$ cat config.mk
export PLATFORM = sky130hd
export DESIGN_NAME = duplicate_message_filter
export DESIGN_NICKNAME = d
export VERILOG_FILES = /design/src/hw/rtl/dmf_pkg.sv /design/src/hw/rtl/duplicate_message_filter.sv
export SDC_FILE = /design/constraint.sdc
export NUM_CORES = 2
export LEC_CHECK = 0
export ABC_AREA = 1
export BUFFER_PORTS_ARGS = -buffer_cell sky130_fd_sc_hd__buf_2
export CAP_MARGIN = 20
export CORE_MARGIN = 2
export CORE_UTILIZATION = 35
export DETAILED_ROUTE_END_ITERATION = 7
export PLACE_DENSITY_LB_ADDON = 0.2
export SLEW_MARGIN = 20
export SYNTH_ARGS = -nofsm -noshare
export SYNTH_HDL_FRONTEND = slang
export SYNTH_SLANG_ARGS = --single-unit
$ cat constraint.sdc
create_clock -name clk_i -period 8.7 [get_ports clk_i]
set_input_delay 0.87 -clock clk_i [delete_from_list [all_inputs] [get_ports clk_i]]
set_output_delay 0.87 -clock clk_i [all_outputs]
set_load 0.005 [all_outputs]
$ cat src/hw/rtl/dmf_pkg.sv
`timescale 1ns / 1ps
`default_nettype none

package dmf_pkg;

  // Number of recent messages kept in the ring (1 to 256).
  localparam int unsigned RING_DEPTH = 16;

  localparam int unsigned IDX_W = (RING_DEPTH > 1) ? $clog2(RING_DEPTH) : 1;
  localparam int unsigned CNT_W = $clog2(RING_DEPTH + 1);

  localparam int unsigned IN_DATA_W  = 160;
  localparam int unsigned OUT_DATA_W = 8;

  // Packed so that sender_addr_high sits in the lowest bits, as on tdata.
  typedef struct packed {
    logic [15:0] msg_id;
    logic [15:0] port;
    logic [63:0] addr_low;
    logic [63:0] addr_high;
  } entry_t;

endpackage

`default_nettype wire

$ cat src/hw/rtl/duplicate_message_filter.sv
`timescale 1ns / 1ps
`default_nettype none

// Duplicate message filter. Each input transaction carries one message header
// (sender address, port and message id); the block answers with one output
// transaction whose bit 0 is 1 when the same header is already held in its
// ring of dmf_pkg::RING_DEPTH recent messages, and 0 when the header was new
// and has been recorded, overwriting the oldest entry once the ring is full.
// The ring is a single-port memory scanned one entry per cycle through one
// shared comparator. For a new header the whole ring is scanned before the
// result is raised; a header that matches entry k ends the scan early at
// that entry. The next message can be accepted once the result has been
// loaded into the output register. A result that is not taken at once waits
// in the output register while the next message is scanned; the input is
// held off only when a second result is ready before the first has been
// taken. Entries become valid only when written; no clearing pass is needed
// after reset.
module duplicate_message_filter (
  input  wire logic                           clk_i,
  input  wire logic                           rst_ni,
  input  wire logic                           s_axis_tvalid_i,
  output logic                                s_axis_tready_o,
  // Fields from bit 0: sender_addr_high[63:0], sender_addr_low[63:0],
  // sender_port[15:0], msg_id[15:0].
  input  wire logic [dmf_pkg::IN_DATA_W-1:0]  s_axis_tdata_i,
  output logic                                m_axis_tvalid_o,
  input  wire logic                           m_axis_tready_i,
  // Fields from bit 0: is_duplicate, then seven zero bits.
  output logic [dmf_pkg::OUT_DATA_W-1:0]      m_axis_tdata_o
);

  typedef enum logic [1:0] {
    S_IDLE,
    S_SCAN,
    S_HOLD
  } state_e;

  state_e                      state_q;
  dmf_pkg::entry_t             key_q;
  dmf_pkg::entry_t             rd_q;
  dmf_pkg::entry_t             mem_q [dmf_pkg::RING_DEPTH];
  logic [dmf_pkg::RING_DEPTH-1:0] valid_q;
  logic                        vrd_q;
  logic [dmf_pkg::CNT_W-1:0]   idx_q;
  logic                        cmp_vld_q;
  logic [dmf_pkg::IDX_W-1:0]   slot_q;
  logic                        out_valid_q;
  logic                        out_dup_q;
  logic                        res_q;

  logic                        rd_en;
  logic [dmf_pkg::IDX_W-1:0]   rd_idx;
  logic                        hit;
  logic                        last;
  logic                        done;
  logic                        wr_en;
  logic                        out_free;
  logic                        out_load;
  logic                        in_acc;

  assign s_axis_tready_o = (state_q == S_IDLE);
  assign in_acc          = s_axis_tvalid_i && s_axis_tready_o;
  assign m_axis_tvalid_o = out_valid_q;
  assign m_axis_tdata_o  = {{(dmf_pkg::OUT_DATA_W-1){1'b0}}, out_dup_q};

  assign rd_en    = (state_q == S_SCAN) && (idx_q < dmf_pkg::CNT_W'(dmf_pkg::RING_DEPTH));
  assign rd_idx   = idx_q[dmf_pkg::IDX_W-1:0];
  // The comparator looks at the entry read in the previous cycle.
  assign hit      = cmp_vld_q && vrd_q && (rd_q == key_q);
  assign last     = cmp_vld_q && (idx_q == dmf_pkg::CNT_W'(dmf_pkg::RING_DEPTH));
  assign done     = (state_q == S_SCAN) && (hit || last);
  assign wr_en    = done && !hit;
  assign out_free = !out_valid_q || m_axis_tready_i;
  assign out_load = out_free && (done || (state_q == S_HOLD));

  always_ff @(posedge clk_i) begin
    if (wr_en) begin
      mem_q[slot_q] <= key_q;
    end
    if (rd_en) begin
      rd_q <= mem_q[rd_idx];
    end
  end

  always_ff @(posedge clk_i or negedge rst_ni) begin
    if (!rst_ni) begin
      state_q     <= S_IDLE;
      key_q       <= '0;
      valid_q     <= '0;
      vrd_q       <= 1'b0;
      idx_q       <= '0;
      cmp_vld_q   <= 1'b0;
      slot_q      <= '0;
      out_valid_q <= 1'b0;
      out_dup_q   <= 1'b0;
      res_q       <= 1'b0;
    end else begin
      if (out_load) begin
        out_valid_q <= 1'b1;
        out_dup_q   <= (state_q == S_HOLD) ? res_q : hit;
      end else if (out_valid_q && m_axis_tready_i) begin
        out_valid_q <= 1'b0;
      end
      if (rd_en) begin
        vrd_q <= valid_q[rd_idx];
      end
      if (wr_en) begin
        valid_q[slot_q] <= 1'b1;
        if (slot_q == dmf_pkg::IDX_W'(dmf_pkg::RING_DEPTH - 1)) begin
          slot_q <= '0;
        end else begin
          slot_q <= slot_q + 1'b1;
        end
      end
      case (state_q)
        S_IDLE: begin
          if (in_acc) begin
            key_q     <= dmf_pkg::entry_t'(s_axis_tdata_i);
            idx_q     <= '0;
            cmp_vld_q <= 1'b0;
            state_q   <= S_SCAN;
          end
        end
        S_SCAN: begin
          cmp_vld_q <= rd_en && !done;
          if (rd_en) begin
            idx_q <= idx_q + 1'b1;
          end
          if (done) begin
            if (out_free) begin
              state_q <= S_IDLE;
            end else begin
              res_q   <= hit;
              state_q <= S_HOLD;
            end
          end
        end
        S_HOLD: begin
          if (out_free) begin
            state_q <= S_IDLE;
          end
        end
        default: begin
          state_q <= S_IDLE;
        end
      endcase
    end
  end

endmodule

`default_nettype wire
==> run metrics <==
Post-Syn Area per Cell 13.2 µm²; Worst setup EP type register; pwr/cell area 351 nW/µm²; startpoint types register; most frequently used flop master after synthesis edfxtp_1; Lkg Pwr 42.7 nW; Max transition margin 15.3%; fin crit period 5.13 ns; vias in the first global route 69200; Worst VDD drop 0.362 mV; post-DP HPWL 150000 µm; outcome completed; initial DRC count 6752; Longest Clk Path Bufs 4; Die Ht 572 µm; clock tree sinks 2912; cell count of the worst reg-to-reg path 8; FFs w/ async S/R, synth 6.59%; Seq pwr share 45.5%; synth-to-layout area growth 13.9%; Final Slew Violations 0; most numerous cell in the Yosys netlist edfxtp_1; FF+latch area 86500 µm²; vias per cell 5.35; io pins 174; Crit path required time 9.46 ns; Initial Util 35.2%; sw power 15.8 mW; Detailed Routing Iterations Pass 1 6; total global routing overflow 0; commonest cells in the netlist 2720 x edfxtp_1, 1372 x nor2_1, 1262 x o21ai_0, 947 x nand2_1, 376 x o22ai_1; multi-input logic area 23400 µm²; combinational share of power 24.7%; Sw Share 34.9%; post-CTS setup buffers 0; # fillers 30000; Tot Pwr 45.1 mW; Worst path slowest cell buf_4; layout cells sized above 1 8.75%; Resized Gates After CTS 0; FP Rows 208; largest net degree at the start of global routing 219; CTS tree built; hold crit path type in2async; initial antenna violation count 14; synth unique cells 41; Final Net Count 8740; CP arrival 5.88 ns; Post-CTS Hold Buffers 0; area share of the largest cell type after synthesis 72.3%; Highest Clock Rate 0.195 GHz; total CTS buffers 318; routed vias 70400; Seq/Total Area, Yosys 76.6%; Largest delay share family, worst path buffers and inverters; Clk pwr share 29.8%; clock latency on the worst-skew pair 0.92 ns; largest area contributor in the netlist edfxtp_1; Synth Register Bits 2912; core area 321000 µm²; WL/cell 24.7 µm; Slew @ Worst Pin 1.27 ns; CTS root buffer clkbuf_16; setup violators final 0; most frequent CP cell buf_4; final clock skew 0.0656 ns; Post-DRT Antenna Nets 0; GPL Wtd Cong 0.746; first-pass GRT wire length 477000 µm; Post-synth EDFFs 2720; crit path max fanout 213; max incr delay on CP 0.96 ns; period utilisation layout 58.9%; Die ar. 327000 µm²; Mapped Cells 8527; total track usage 19.5%; Setup TNS 0 ns; Die Span X 572 µm; routed wire length 325000 µm; Area contributors post-synth edfxtp_1 72%, o21ai_0 5.6%, nor2_1 4.6%; Post-Layout Cell Count 13100; CP Cell Sequence inv_8, buf_4, buf_12, buf_4, o21ai_0, o221ai_1, o211ai_1, nand3_1; RSZ-0062 raised after global routing no; Worst-path clk slew 0.06 ns; DRC 0; Int Power 29.4 mW; Max-Cap Viols 0; Final Core Density 40.0%; H-tree depth 5; dpl cells 12600; WP depth 8; # port buffers 166; final hold vios 0; CP bufs+invs 4; type of the worst setup path reg2reg; Synth Cell Area 113000 µm²; yosys synthesis warning count 0
per-layer routing:
layer	part of all wire (%)	global-route usage, %
met2	47	31.7
met3	5.5	2.52
met5	0.030	0
met4	2.1	4.36
met1	45	27.8
layout by cell type (no fill, tap or decap), types with 8 or more instances in the layout:
master / synthesis / final
buf_12: 0 / 25
buf_2: 157 / 165
buf_4: 12 / 82
bufinv_16: 0 / 27
clkbuf_1: 367 / 93
clkbuf_16: 0 / 319
clkbuf_8: 0 / 20
clkinv_1: 1 / 36
clkinv_2: 0 / 51
clkinvlp_4: 0 / 11
dfrtp_1: 192 / 189
edfxtp_1: 2720 / 2720
inv_1: 225 / 224
inv_6: 0 / 8
inv_8: 0 / 8
nand2_1: 947 / 946
nand3_1: 279 / 279
nand4_1: 13 / 13
nor2_1: 1372 / 1356
nor2_4: 0 / 17
o211ai_1: 56 / 56
o21ai_0: 1262 / 1262
o21ai_1: 141 / 141
o21bai_1: 9 / 9
o221ai_1: 265 / 265
o22ai_1: 376 / 376
xnor2_1: 56 / 56
xor2_1: 8 / 8
area by class of cell:
class                      count  area share [%]
multi-input combinational   4828            18.2
tap                         4305            4.19
inverter                     234           0.726
clock buffer                 432            6.69
clock inverter               155            1.40
antenna                        4         0.00778
sequential                  2912            67.3
timing repair buffer         276            1.55
registers in the layout (all words and copies together) (netlist names):
name             flops
valid_q             16
rd_q               160
idx_q                5
res_q                1
key_q              160
m_axis_tvalid_o      1
state_q              2
out_dup_q            1
slot_q               4
vrd_q                1
cmp_vld_q            1
mem_q             2560
per-stage QoR:
step                setup WS, ns  hold slack, ns  area [µm²]
global route                3.28          0.0377      129000
finish                      3.57          0.0391      129000
detailed placement          3.72           0.456      118000
CTS                         3.70         0.00858      129000
floorplan                 -0.572           0.429      113000
global placement            3.78           0.445      118000
kinds of logic (layout without fill, tap and decap cells):
family,Yosys count,in the layout,synth area share [%]
XOR/XNOR,64,64,0.496
AND/OR/NAND/NOR,2629,2629,9.13
AO/OA/AOI/OAI,2122,2122,10.9
other,1,11,0.00332
adder cells (fa/ha/maj),6,6,0.0665
buffers and inverters,793,1097,2.86
flip-flops,2912,2912,76.6
final timing paths:
check                                        start     endpoint  slack, ns
worst max-delay path                      idx_q[0]     rd_q[65]       3.57
worst min-delay path                        rst_ni    key_q[35]       0.04
worst max register to register            idx_q[0]     rd_q[65]       3.57
worst min register to register         valid_q[12]  valid_q[12]       0.47
max in group asynchronous                   rst_ni   key_q[147]       7.19
min in group clk_i              s_axis_tdata_i[50]    key_q[50]       0.15
power by group through the flow:
stage          Clock (mW)  Sequential [mW]  Combinational, mW
6_report             13.5             20.5               11.1
5_1_grt              14.3             20.9               12.4
4_1_cts              13.7             20.6               11.2
3_5_place_dp            0             20.9               11.2
3_3_place_gp            0             20.8               11.1
2_1_floorplan           0             19.9               7.62
(Power assumes the default switching activity.)
